===== config.mk =====
export PLATFORM = sky130hd
export DESIGN_NAME = sha256_byte_stream_hasher
export DESIGN_NICKNAME = d
export VERILOG_FILES = /design/src/rtl/sha256_pkg.sv /design/src/rtl/sha256_queue.sv /design/src/rtl/sha256_core.sv /design/src/rtl/sha256_byte_stream_hasher.sv
export SDC_FILE = /design/constraint.sdc
export NUM_CORES = 2
export LEC_CHECK = 0
export BUFFER_PORTS_ARGS = -buffer_cell sky130_fd_sc_hd__buf_4
export CORE_MARGIN = 10
export CORE_UTILIZATION = 65
export CTS_BUF_LIST = sky130_fd_sc_hd__clkbuf_8
export DETAILED_ROUTE_END_ITERATION = 8
export PLACE_DENSITY = 0.78
export SLEW_MARGIN = 20
export SYNTH_ARGS = -nofsm -noshare
export SYNTH_HDL_FRONTEND = slang
export SYNTH_SLANG_ARGS = --single-unit

===== constraint.sdc =====
create_clock -name clk -period 11.3 [get_ports clk]
set_input_delay 2.26 -clock clk [delete_from_list [all_inputs] [get_ports clk]]
set_output_delay 2.26 -clock clk [all_outputs]
set_load 0.05 [all_outputs]

===== src/rtl/sha256_pkg.sv =====
// Shared types and constants for the SHA-256 byte stream hasher.
// Holds the beat structs, the round constant table and the initial hash values.
// No dependencies.
package sha256_pkg;

	typedef struct packed {
		logic [7:0] data_byte;
		logic       has_byte;
		logic       end_of_message;
	} in_beat_t;

	typedef struct packed {
		logic [31:0] digest_word;
		logic [2:0]  word_index;
		logic        last_word;
	} out_beat_t;

	localparam logic [7:0] PAD_BYTE = 8'h80;
	localparam logic [5:0] LEN_POS  = 6'd56;

	localparam logic [31:0] INIT_H [8] = '{
		32'h6a09e667, 32'hbb67ae85, 32'h3c6ef372, 32'ha54ff53a,
		32'h510e527f, 32'h9b05688c, 32'h1f83d9ab, 32'h5be0cd19
	};

	function automatic logic [31:0] round_k(input logic [5:0] idx);
		logic [31:0] k [64];
		k = '{
			32'h428a2f98, 32'h71374491, 32'hb5c0fbcf, 32'he9b5dba5,
			32'h3956c25b, 32'h59f111f1, 32'h923f82a4, 32'hab1c5ed5,
			32'hd807aa98, 32'h12835b01, 32'h243185be, 32'h550c7dc3,
			32'h72be5d74, 32'h80deb1fe, 32'h9bdc06a7, 32'hc19bf174,
			32'he49b69c1, 32'hefbe4786, 32'h0fc19dc6, 32'h240ca1cc,
			32'h2de92c6f, 32'h4a7484aa, 32'h5cb0a9dc, 32'h76f988da,
			32'h983e5152, 32'ha831c66d, 32'hb00327c8, 32'hbf597fc7,
			32'hc6e00bf3, 32'hd5a79147, 32'h06ca6351, 32'h14292967,
			32'h27b70a85, 32'h2e1b2138, 32'h4d2c6dfc, 32'h53380d13,
			32'h650a7354, 32'h766a0abb, 32'h81c2c92e, 32'h92722c85,
			32'ha2bfe8a1, 32'ha81a664b, 32'hc24b8b70, 32'hc76c51a3,
			32'hd192e819, 32'hd6990624, 32'hf40e3585, 32'h106aa070,
			32'h19a4c116, 32'h1e376c08, 32'h2748774c, 32'h34b0bcb5,
			32'h391c0cb3, 32'h4ed8aa4a, 32'h5b9cca4f, 32'h682e6ff3,
			32'h748f82ee, 32'h78a5636f, 32'h84c87814, 32'h8cc70208,
			32'h90befffa, 32'ha4506ceb, 32'hbef9a3f7, 32'hc67178f2
		};
		return k[idx];
	endfunction

endpackage


===== src/rtl/sha256_queue.sv =====
// Short FIFO that decouples the front end from the compression back end.
// Uses in_beat_t from sha256_pkg.
module sha256_queue import sha256_pkg::*; (
	input  logic     clk,
	input  logic     arst_n,
	input  logic     wr_en,
	input  in_beat_t wr_data,
	output logic     full,
	input  logic     rd_en,
	output in_beat_t rd_data,
	output logic     empty
);

	in_beat_t   slot_q [4];
	logic [1:0] wr_ptr_q;
	logic [1:0] rd_ptr_q;
	logic [2:0] count_q;

	assign full    = (count_q == 3'd4);
	assign empty   = (count_q == 3'd0);
	assign rd_data = slot_q[rd_ptr_q];

	always_ff @(posedge clk) begin
		if (wr_en) begin
			slot_q[wr_ptr_q] <= wr_data;
		end
	end

	always_ff @(posedge clk or negedge arst_n) begin
		if (!arst_n) begin
			wr_ptr_q <= '0;
			rd_ptr_q <= '0;
			count_q  <= '0;
		end else begin
			if (wr_en) begin
				wr_ptr_q <= wr_ptr_q + 2'd1;
			end
			if (rd_en) begin
				rd_ptr_q <= rd_ptr_q + 2'd1;
			end
			count_q <= count_q + {2'b0, wr_en} - {2'b0, rd_en};
		end
	end

	assert property (@(posedge clk) disable iff (!arst_n) full |-> !wr_en)
		else $error("queue written while full");
	assert property (@(posedge clk) disable iff (!arst_n) empty |-> !rd_en)
		else $error("queue read while empty");
	assert property (@(posedge clk) disable iff (!arst_n) count_q <= 3'd4)
		else $error("queue count out of range");

endmodule


===== src/rtl/sha256_core.sv =====
// Back end: block buffer, padding sequencer, one-round-per-cycle compression
// and digest output register. Uses types and constants from sha256_pkg.
module sha256_core import sha256_pkg::*; (
	input  logic      clk,
	input  logic      arst_n,
	input  logic      q_empty,
	input  in_beat_t  q_data,
	output logic      q_pop,
	output logic      out_valid,
	output out_beat_t out_beat,
	input  logic      out_stall
);

	typedef enum logic [5:0] {
		ST_IDLE  = 6'b000001,
		ST_PAD   = 6'b000010,
		ST_LOAD  = 6'b000100,
		ST_ROUND = 6'b001000,
		ST_FOLD  = 6'b010000,
		ST_EMIT  = 6'b100000
	} state_t;

	state_t      state_q;
	logic [31:0] h_q [8];
	logic [31:0] r_q [8];
	logic [31:0] w_q [16];
	logic [31:0] blk_q [16];
	logic [63:0] bits_q;
	logic [5:0]  fill_q;
	logic [5:0]  rnd_q;
	logic [3:0]  ld_q;
	logic        final_q;
	logic        spill_q;
	logic        pend_end_q;
	logic [2:0]  emit_q;
	logic        ov_q;
	out_beat_t   ob_q;

	logic [31:0] s0, s1, w_new, t1, t2, e, a, ld_word;
	logic [31:0] bsig0, bsig1, ch, maj;
	logic        pad_done_blk;

	assign e     = r_q[4];
	assign a     = r_q[0];
	assign bsig1 = {e[5:0], e[31:6]} ^ {e[10:0], e[31:11]} ^ {e[24:0], e[31:25]};
	assign bsig0 = {a[1:0], a[31:2]} ^ {a[12:0], a[31:13]} ^ {a[21:0], a[31:22]};
	assign ch    = (e & r_q[5]) ^ (~e & r_q[6]);
	assign maj   = (a & r_q[1]) ^ (a & r_q[2]) ^ (r_q[1] & r_q[2]);
	assign s0    = {w_q[1][6:0], w_q[1][31:7]} ^ {w_q[1][17:0], w_q[1][31:18]}
		^ (w_q[1] >> 3);
	assign s1    = {w_q[14][16:0], w_q[14][31:17]} ^ {w_q[14][18:0], w_q[14][31:19]}
		^ (w_q[14] >> 10);
	assign w_new = w_q[0] + s0 + w_q[9] + s1;
	assign t1    = r_q[7] + bsig1 + ch + round_k(rnd_q) + w_q[0];
	assign t2    = bsig0 + maj;
	assign ld_word = blk_q[ld_q];

	assign q_pop     = (state_q == ST_IDLE) && !q_empty;
	assign out_valid = ov_q;
	assign out_beat  = ob_q;
	assign pad_done_blk = (fill_q == 6'd63);

	// Block bytes and word schedule; payload, pad, zero and length bytes.
	// The block is kept as sixteen big-endian words, one byte lane written at a time.
	always_ff @(posedge clk) begin
		case (state_q)
			ST_IDLE: begin
				if (q_pop && q_data.has_byte) begin
					blk_q[fill_q[5:2]][{~fill_q[1:0], 3'b000} +: 8] <= q_data.data_byte;
				end
			end
			ST_PAD: begin
				if (!final_q) begin
					blk_q[fill_q[5:2]][{~fill_q[1:0], 3'b000} +: 8] <= PAD_BYTE;
				end else if (!spill_q && fill_q >= LEN_POS) begin
					blk_q[fill_q[5:2]][{~fill_q[1:0], 3'b000} +: 8] <=
						bits_q[{~fill_q[2:0], 3'b000} +: 8];
				end else begin
					blk_q[fill_q[5:2]][{~fill_q[1:0], 3'b000} +: 8] <= 8'h00;
				end
			end
			ST_LOAD: begin
				w_q[ld_q] <= ld_word;
			end
			ST_ROUND: begin
				for (int i = 0; i < 15; i++) begin
					w_q[i] <= w_q[i+1];
				end
				w_q[15] <= w_new;
			end
			default: begin
			end
		endcase
	end

	always_ff @(posedge clk or negedge arst_n) begin
		if (!arst_n) begin
			state_q    <= ST_IDLE;
			for (int i = 0; i < 8; i++) begin
				h_q[i] <= INIT_H[i];
				r_q[i] <= '0;
			end
			bits_q     <= '0;
			fill_q     <= '0;
			rnd_q      <= '0;
			ld_q       <= '0;
			final_q    <= 1'b0;
			spill_q    <= 1'b0;
			pend_end_q <= 1'b0;
			emit_q     <= '0;
			ov_q       <= 1'b0;
			ob_q       <= '0;
		end else begin
			if (ov_q && !out_stall && state_q != ST_EMIT) begin
				ov_q <= 1'b0;
			end
			case (state_q)
				ST_IDLE: begin
					if (q_pop) begin
						pend_end_q <= q_data.end_of_message;
						final_q    <= 1'b0;
						if (q_data.has_byte) begin
							fill_q <= fill_q + 6'd1;
							bits_q <= bits_q + 64'd8;
							if (fill_q == 6'd63) begin
								ld_q    <= '0;
								state_q <= ST_LOAD;
							end else if (q_data.end_of_message) begin
								state_q <= ST_PAD;
							end
						end else if (q_data.end_of_message) begin
							state_q <= ST_PAD;
						end
					end
				end
				ST_PAD: begin
					// The pad byte goes first, then zero or length bytes; a spill's second block has no pad byte.
					// A pad byte at or past the length slot leaves no room for the
					// length, so this block is zero filled and a second one follows.
					if (!final_q) begin
						spill_q <= (fill_q >= LEN_POS);
					end
					pend_end_q <= 1'b0;
					final_q    <= 1'b1;
					fill_q     <= fill_q + 6'd1;
					if (pad_done_blk) begin
						ld_q    <= '0;
						state_q <= ST_LOAD;
					end
				end
				ST_LOAD: begin
					ld_q <= ld_q + 4'd1;
					if (ld_q == 4'd15) begin
						rnd_q <= '0;
						for (int i = 0; i < 8; i++) begin
							r_q[i] <= h_q[i];
						end
						state_q <= ST_ROUND;
					end
				end
				ST_ROUND: begin
					r_q[7] <= r_q[6];
					r_q[6] <= r_q[5];
					r_q[5] <= r_q[4];
					r_q[4] <= r_q[3] + t1;
					r_q[3] <= r_q[2];
					r_q[2] <= r_q[1];
					r_q[1] <= r_q[0];
					r_q[0] <= t1 + t2;
					rnd_q  <= rnd_q + 6'd1;
					if (rnd_q == 6'd63) begin
						state_q <= ST_FOLD;
					end
				end
				ST_FOLD: begin
					for (int i = 0; i < 8; i++) begin
						h_q[i] <= h_q[i] + r_q[i];
					end
					if (pend_end_q) begin
						state_q <= ST_PAD;
					end else if (spill_q) begin
						// Fill has wrapped to zero; the second block carries the length.
						spill_q <= 1'b0;
						state_q <= ST_PAD;
					end else if (final_q) begin
						emit_q  <= '0;
						state_q <= ST_EMIT;
					end else begin
						state_q <= ST_IDLE;
					end
				end
				ST_EMIT: begin
					if (!ov_q || !out_stall) begin
						ov_q             <= 1'b1;
						ob_q.digest_word <= h_q[emit_q];
						ob_q.word_index  <= emit_q;
						ob_q.last_word   <= (emit_q == 3'd7);
						emit_q           <= emit_q + 3'd1;
						if (emit_q == 3'd7) begin
							for (int i = 0; i < 8; i++) begin
								h_q[i] <= INIT_H[i];
							end
							bits_q  <= '0;
							fill_q  <= '0;
							final_q <= 1'b0;
							state_q <= ST_IDLE;
						end
					end
				end
				default: begin
					state_q <= ST_IDLE;
				end
			endcase
		end
	end

	assert property (@(posedge clk) disable iff (!arst_n)
		(state_q == ST_ROUND && rnd_q == 6'd63) |=> (state_q == ST_FOLD))
		else $error("round counter and state disagree");
	assert property (@(posedge clk) disable iff (!arst_n)
		(state_q == ST_EMIT) |-> (fill_q == 6'd0))
		else $error("digest emitted with a partial block");
	assert property (@(posedge clk) disable iff (!arst_n)
		(ov_q && out_stall) |=> ($stable(ob_q) && ov_q))
		else $error("stalled digest beat changed");

endmodule


===== src/rtl/sha256_byte_stream_hasher.sv =====
// SHA-256 over a byte stream: front end queue plus compression back end.
// A byte that fills a block starts its compression: sixteen schedule loads,
// 64 rounds and a fold. An end beat adds padding (one or two blocks) and
// eight digest beats. While a block is padded or compressed the back end
// pops no beat; the queue keeps taking beats until it is full.
// Reset (arst_n, asynchronous, low) loads the initial hash values and clears
// the bit count and block fill.
module sha256_byte_stream_hasher import sha256_pkg::*; (
	input  logic      clk,
	input  logic      arst_n,
	input  logic      in_valid,
	output logic      in_stall,
	input  in_beat_t  in_data,
	output logic      out_valid,
	input  logic      out_stall,
	output out_beat_t out_data
);

	// The front end is the queue: it takes a beat whenever it has room,
	// so the upstream side is stalled only when four beats already wait.
	logic     q_full;
	logic     q_empty;
	logic     q_pop;
	in_beat_t q_data;

	assign in_stall = q_full;

	sha256_queue u_queue (
		.clk     (clk),
		.arst_n  (arst_n),
		.wr_en   (in_valid && !q_full),
		.wr_data (in_data),
		.full    (q_full),
		.rd_en   (q_pop),
		.rd_data (q_data),
		.empty   (q_empty)
	);

	// The back end pulls one beat at a time and runs the block compression;
	// its digest register decouples it from the downstream stall.
	sha256_core u_core (
		.clk       (clk),
		.arst_n    (arst_n),
		.q_empty   (q_empty),
		.q_data    (q_data),
		.q_pop     (q_pop),
		.out_valid (out_valid),
		.out_beat  (out_data),
		.out_stall (out_stall)
	);

	assert property (@(posedge clk) disable iff (!arst_n)
		(out_valid && out_data.last_word) |-> (out_data.word_index == 3'd7))
		else $error("last word flag on wrong index");
	assert property (@(posedge clk) disable iff (!arst_n)
		(out_valid && out_stall) |=> out_valid)
		else $error("valid dropped while stalled");
	assert property (@(posedge clk) disable iff (!arst_n)
		(out_valid && out_stall) |=> $stable(out_data))
		else $error("stalled digest beat changed");

endmodule


**Yosys cells after proc, flatten, opt, wreduce, memory -nomap -nowiden**

Memory sizes are Yosys's and may differ from the RTL's.
Cells that the tools add are included.
W data, S select, Z words.

- Output and inout bits: 38
- Input port bits: 14
- Bits in read-only memories: 2048
- Bits in registers: 648
- Logic and storage cells: 420
- Memories kept: 4
- RAM bits: 1064

Memory list:

| memory | depth | width | rd ports | clocked after memory_dff | write ports | line | source |
|---|---|---|---|---|---|---|---|
| (no name shown) | 64 | 32 | 1 | 0 | 0 | sha256_pkg.sv:46 | `return k[idx];` |
| u_core.blk_q | 16 | 32 | 1 | 0 | 1 | sha256_core.sv:27 | `logic [31:0] blk_q [16];` |
| u_core.w_q | 16 | 32 | 16 | 0 | 16 | sha256_core.sv:26 | `logic [31:0] w_q [16];` |
| u_queue.slot_q | 4 | 10 | 1 | 0 | 1 | sha256_queue.sv:14 | `in_beat_t slot_q [4];` |

- Multiplexer cells: 175
- Order comparisons: 3
- Add/sub/neg operators: 28
- Eq/ne operators: 23
- Shift-type cells: 6
- Reductions and logical operators: 32
- Bitwise gates (word level): 117

Operators by type and width:

| cell | count |
|---|---|
| $pmux W256 S2 | 2 |
| $mux W256 | 3 |
| $add A32 B32 Y32 | 18 |
| $mux W32 | 9 |
| $xor A32 B32 Y32 | 9 |
| $mux W64 | 4 |
| $and A32 B32 Y32 | 5 |
| $pmux W64 S2 | 1 |
| $mux W1 | 122 |
| $mux W6 | 17 |
| $bmux W32 S3 | 1 |
| $or A1 B1 Y1 | 96 |
| $add A64 B4 Y64 const B | 1 |
| $shiftx A64 B7 Y8 | 1 |
| $shiftx A8 B7 Y32 | 2 |
| $shiftx A8 B7 Y32 const A | 2 |
| $pmux W6 S6 | 1 |
| $not A32 Y32 | 1 |
| $reduce_or A32 Y1 | 1 |
| $shift A8 B7 Y32 const A | 1 |
| $xor A32 B22 Y32 | 1 |
| $xor A32 B29 Y32 | 1 |
| $eq A6 B6 Y1 const B | 3 |
| $pmux W6 S3 | 1 |
| other kinds (42) | 81 |

**Logic depth before layout (Yosys ltp)**

- Depth in word-level cells: 10
- Depth in mapped cells: 40
- Depth with buffers taken out: 38

**By module**

From an unflattened synthesis, not the netlist that was laid out.

- Cell total of the unflattened synthesis: 8960
- Area total of the unflattened synthesis: 98764.7 um^2

Modules (own cells, without submodules):

| module | cells each | seq. area each (um^2) | times used | area each (um^2) |
|---|---|---|---|---|
| sha256_core | 8873 | 46886.2 | 1 | 96915.4 |
| sha256_queue | 86 | 1376.3 | 1 | 1835.5 |
| sha256_byte_stream_hasher | 1 | 0.0 | 1 | 13.8 |

**Worst setup path before layout**

No wires, ideal clock.

- Path kind: register -> register
- From: reg u_core.rnd_q[0]
- To: reg u_core.r_q, in the netlist u_core.a[31]
- Path slack: 2.741 ns
- Data arrival time: 8.423 ns
- Cell stages (with the launch flop): 36
- Cell sequence: dfrtp_1 > clkbuf_1 > clkinv_1 > ha_1 > clkbuf_1 > inv_1 > nor2_1 > o21ai_0 > a311oi_1 > a21oi_1 > fa_1 > inv_1 > fa_1 > inv_1 > fa_1 > inv_1 > ha_1 > nand3_1 > or4_1 > and3_1 > and3_1 > o31ai_1 > a21oi_1 > o21ai_0 > xor2_1 > fa_1 > ha_1 > nand4_1 > o221ai_1 > a21o_1 > a31oi_1 > o21ai_0 > o41ai_1 > xnor2_1 > xnor2_1 > a21oi_1

- Word-level cells in the longest chain between the ends: 8

Ends and longest elaborated chain:

| element | line | source |
|---|---|---|
| start, declared | sha256_core.sv:30 | `logic [5:0] rnd_q;` |
| start signal, assigned | sha256_core.sv:170 | `rnd_q <= rnd_q + 6'd1;` |
| $not A6 Y7 (not written as such) | sha256_pkg.sv:46 |  |
| $mem_v2 Z64 W32 | -- |  |
| $mux W32 (not written as such) (2 in series) | sha256_pkg.sv:46 |  |
| $add A32 B32 Y32 (2 in series) | sha256_core.sv:54 | `assign t1 = r_q[7] + bsig1 + ch + round_k(rnd_q) + w_q[0];` |
| $add A32 B32 Y32 | sha256_core.sv:169 | `r_q[0] <= t1 + t2;` |
| $pmux W256 S2 | sha256_core.sv:117 | `case (state_q)` |
| end signal, assigned by index | sha256_core.sv:156 | `r_q[i] <= h_q[i];` |
| end, declared | sha256_core.sv:25 | `logic [31:0] r_q [8];` |

No other way between the ends. The select of a mux whose other input is x is not followed.
A chain may end at the register's enable or synchronous reset.

**Worst setup path in the final report**

- From: reg u_core.rnd_q[1]
- To: reg u_core.r_q, in the netlist u_core.a[31]

Same word-level chain as after synthesis.

==> flow_summary_export.csv <==
group,metric,value,unit
drt,totalWireLength,312000,µm
floorplanning,die_area,0.168,mm²
cts,cts_tree,"yes",
setup_path,worst_setup_path_start_kind,"flip-flop",
timing,final.setup.worst_slack,0.882,ns
floorplanning,pin_count,52,
timing,grt_setup_unrepaired,"false",
timing,hold_viol_final,0,
grt,antenna_found_initial,6,
place,io_buffers,51,
grt,grt_start_max_net_pins,213,
cts,h-tree-depth,5,
drt,vias,74600,
setup_path,critPathTopFamily,"adder cells",
synthesis,synth_edf_count,1064,
timing,slew_violations,0,
layout,layout-drive-gt1-share,0.115,
synthesis,synthFlopType,"edfxtp_1",
synthesis,synth_area_per_cell,11.1,µm²
timing,worstMarginPinSlew,1.16,ns
layout,finalNetCount,9463,
setup_path,cp.required,12.15,ns
floorplanning,core,0.152,mm²
setup_path,regToRegSetupSlack,0.88,ns
cts,clk_path_buf_depth,4,
timing,skew,0.0998,ns
floorplanning,fp.dieW,410,µm
timing,min_period_over_period,0.922,
layout,synthToLayoutAreaGrowth,7.74,%
setup_path,path_buf_inv,5,
setup_path,cp_max_fo,12,
setup_path,end_kind,"flip-flop",
synthesis,ys_seq_area_frac,0.488,
setup_path,critPathKind,"flip-flop to flip-flop",
setup_path,critPathLaunch,"u_core.rnd_q[1]",
drt,drt-vias-per-instance,6.72,
setup_path,crit_top_cell,"inv_1",
place,dp_hpwl,223000,µm
timing,tns,0,ns
synthesis,synthCells,8942,
cts,ctsResizeCount,0,
synthesis,synthArstFlopShare,0.377,
timing,finalSetupViolCount,0,
drt,drt_first_iter_violations,8968,
synthesis,yosys-top-cells-area,"edfxtp_1 (32%), dfrtp_1 (13%), mux4_2 (5.8%), ha_1 (5.2%), a21o_1 (5.2%)",
floorplanning,die_y,410,µm
synthesis,synth_cell_types,90,
synthesis,synth_top_area_share,0.323,
synthesis,mappedNetlistArea,0.0990,mm²
cts,hold_buffers,0,
synthesis,synth_top_cell_by_area,"edfxtp_1",
drt,remaining_drc_errors,0,
timing,relSlewSlack,0.223,
synthesis,synth_fp_nets,9562,
timing,clock.fmax,0.0960,GHz
worst_hold_path,hold_path.class,"flip-flop to flip-flop",
setup_path,critical-path-max-stage-delay,0.77,ns
drt,avgRoutedWirePerCell,28.1,µm
grt,grt_pass1_vias,73100,
flow_run,maxCapViolations,0,
floorplanning,initial_core_util,0.653,
grt,grt_first_pass_wirelength,465000,µm
cts,cts_root_buffer,"clkbuf_8",
cts,clkLatencyLatePin,1.06,ns
drt,firstDrtPassIters,6,
cts,clkSinkCount,1709,
grt,grt_use_total,0.366,
setup_path,critPathArrivalTime,11.27,ns
place,gp_congestion,1.01,
cts,cts_buffers,300,
grt,gr-total-overflow,0,
worst_hold_path,hp-start,"u_core.out_beat[21]",
cts,postCtsSetupBuffers,0,
timing,fin_crit,10.42,ns
synthesis,synth.most_common_cell,"edfxtp_1",
layout,final_util,0.704,
synthesis,synth-seq-cells,1709,
setup_path,slowest_stage,"ha_1",
synthesis,ys_top_cells_by_count,"edfxtp_1 (1064), nand2_1 (911), nor2_1 (692)",
drt,ant_nets,0,
floorplanning,num_rows,143,
cts,path_clk_slew,0.07,ns
synthesis,ys_warn_count,0,
status,status,"completed",
setup_path,r2r-start,"u_core.rnd_q[1]",
place,place_ws,1.26,ns
-- registers in the layout, summed over array words and instances, names as in the netlist, 2 cells and up --
register	cells
u_core.a	32
u_core.bits_q	61
u_core.blk_q	512
u_core.e	32
u_core.emit_q	3
u_core.fill_q	6
u_core.h_q	256
u_core.ld_q	4
u_core.out_beat	36
u_core.r_q	192
u_core.rnd_q	6
u_core.state_q	6
u_core.w_q	512
u_queue.count_q	3
u_queue.rd_ptr_q	2
u_queue.slot_q	40
u_queue.wr_ptr_q	2
-- per-stage QoR --
step / cell area [µm²] / hold WS (ns) / cells
3_3_place_gp: 101000 / 0.462 / 10600
2_1_floorplan: 99000 / 0.462 / 8942
6_report: 107000 / 0.481 / 11100
3_5_place_dp: 101000 / 0.467 / 10600
5_1_grt: 107000 / 0.505 / 11100
4_1_cts: 107000 / 0.483 / 11100
-- worst min-delay path, delay by kind of cell (launching register included) --
kind             cells  cell delay [ns]
AO/OA/AOI/OAI        1             0.06
AND/OR/NAND/NOR      1             0.05
flip-flops           1             0.34
-- worst paths after layout --
path,endpoint,cells after the start
min in group asynchronous,u_core.out_beat[21],1
hold reg to reg,u_core.out_beat[21],2
max in group asynchronous,u_core.ld_q[3],3
setup / recovery,u_core.a[31],33
setup reg to reg,u_core.a[31],33
hold / removal,u_core.out_beat[21],2
-- layout by cell type, fill, tap and decap left out, drive strengths merged, types with 137 or more instances in the layout --
cell type / n
mux4: 253
xor2: 215
buf: 157
fa: 196
a31oi: 296
a21o: 680
xnor2: 405
o21ai: 498
clkbuf: 342
nor2: 692
ha: 410
nand3: 163
a21oi: 493
dfstp: 137
nand2: 911
dfrtp: 508
inv: 419
edfxtp: 1064
-- layer usage --
metal / vias up / part of all wire / track usage
met5: - / 0.000087 / 0
met4: 4 / 0.072 / 0.223
met3: 913 / 0.096 / 0.0674
met2: 4304 / 0.46 / 0.569
met1: 36900 / 0.37 / 0.478
li1: 32400 / - / -
-- cell type report --
class	instances	area [µm²]
sequential	1709	48300
multi-input combinational	6354	47700
fill	10800	44900
clock buffer	342	4710
tap	2030	2540
timing repair buffer	157	1330
inverter	321	1200
clock inverter	178	858
antenna	5	12.5
-- cells by family after synthesis --
family / count (synthesis) / synth area share
AO/OA/AOI/OAI: 2450 / 0.160
XOR/XNOR: 621 / 0.0551
adder cells (fa/ha/maj): 632 / 0.0941
buffers and inverters: 879 / 0.0336
flip-flops: 1709 / 0.488
multiplexers: 344 / 0.0669
AND/OR/NAND/NOR: 2307 / 0.103
Power is left out: the tool's default activity adds up to more than one toggle a clock period on the data nets, which glitch-free logic cannot reach.
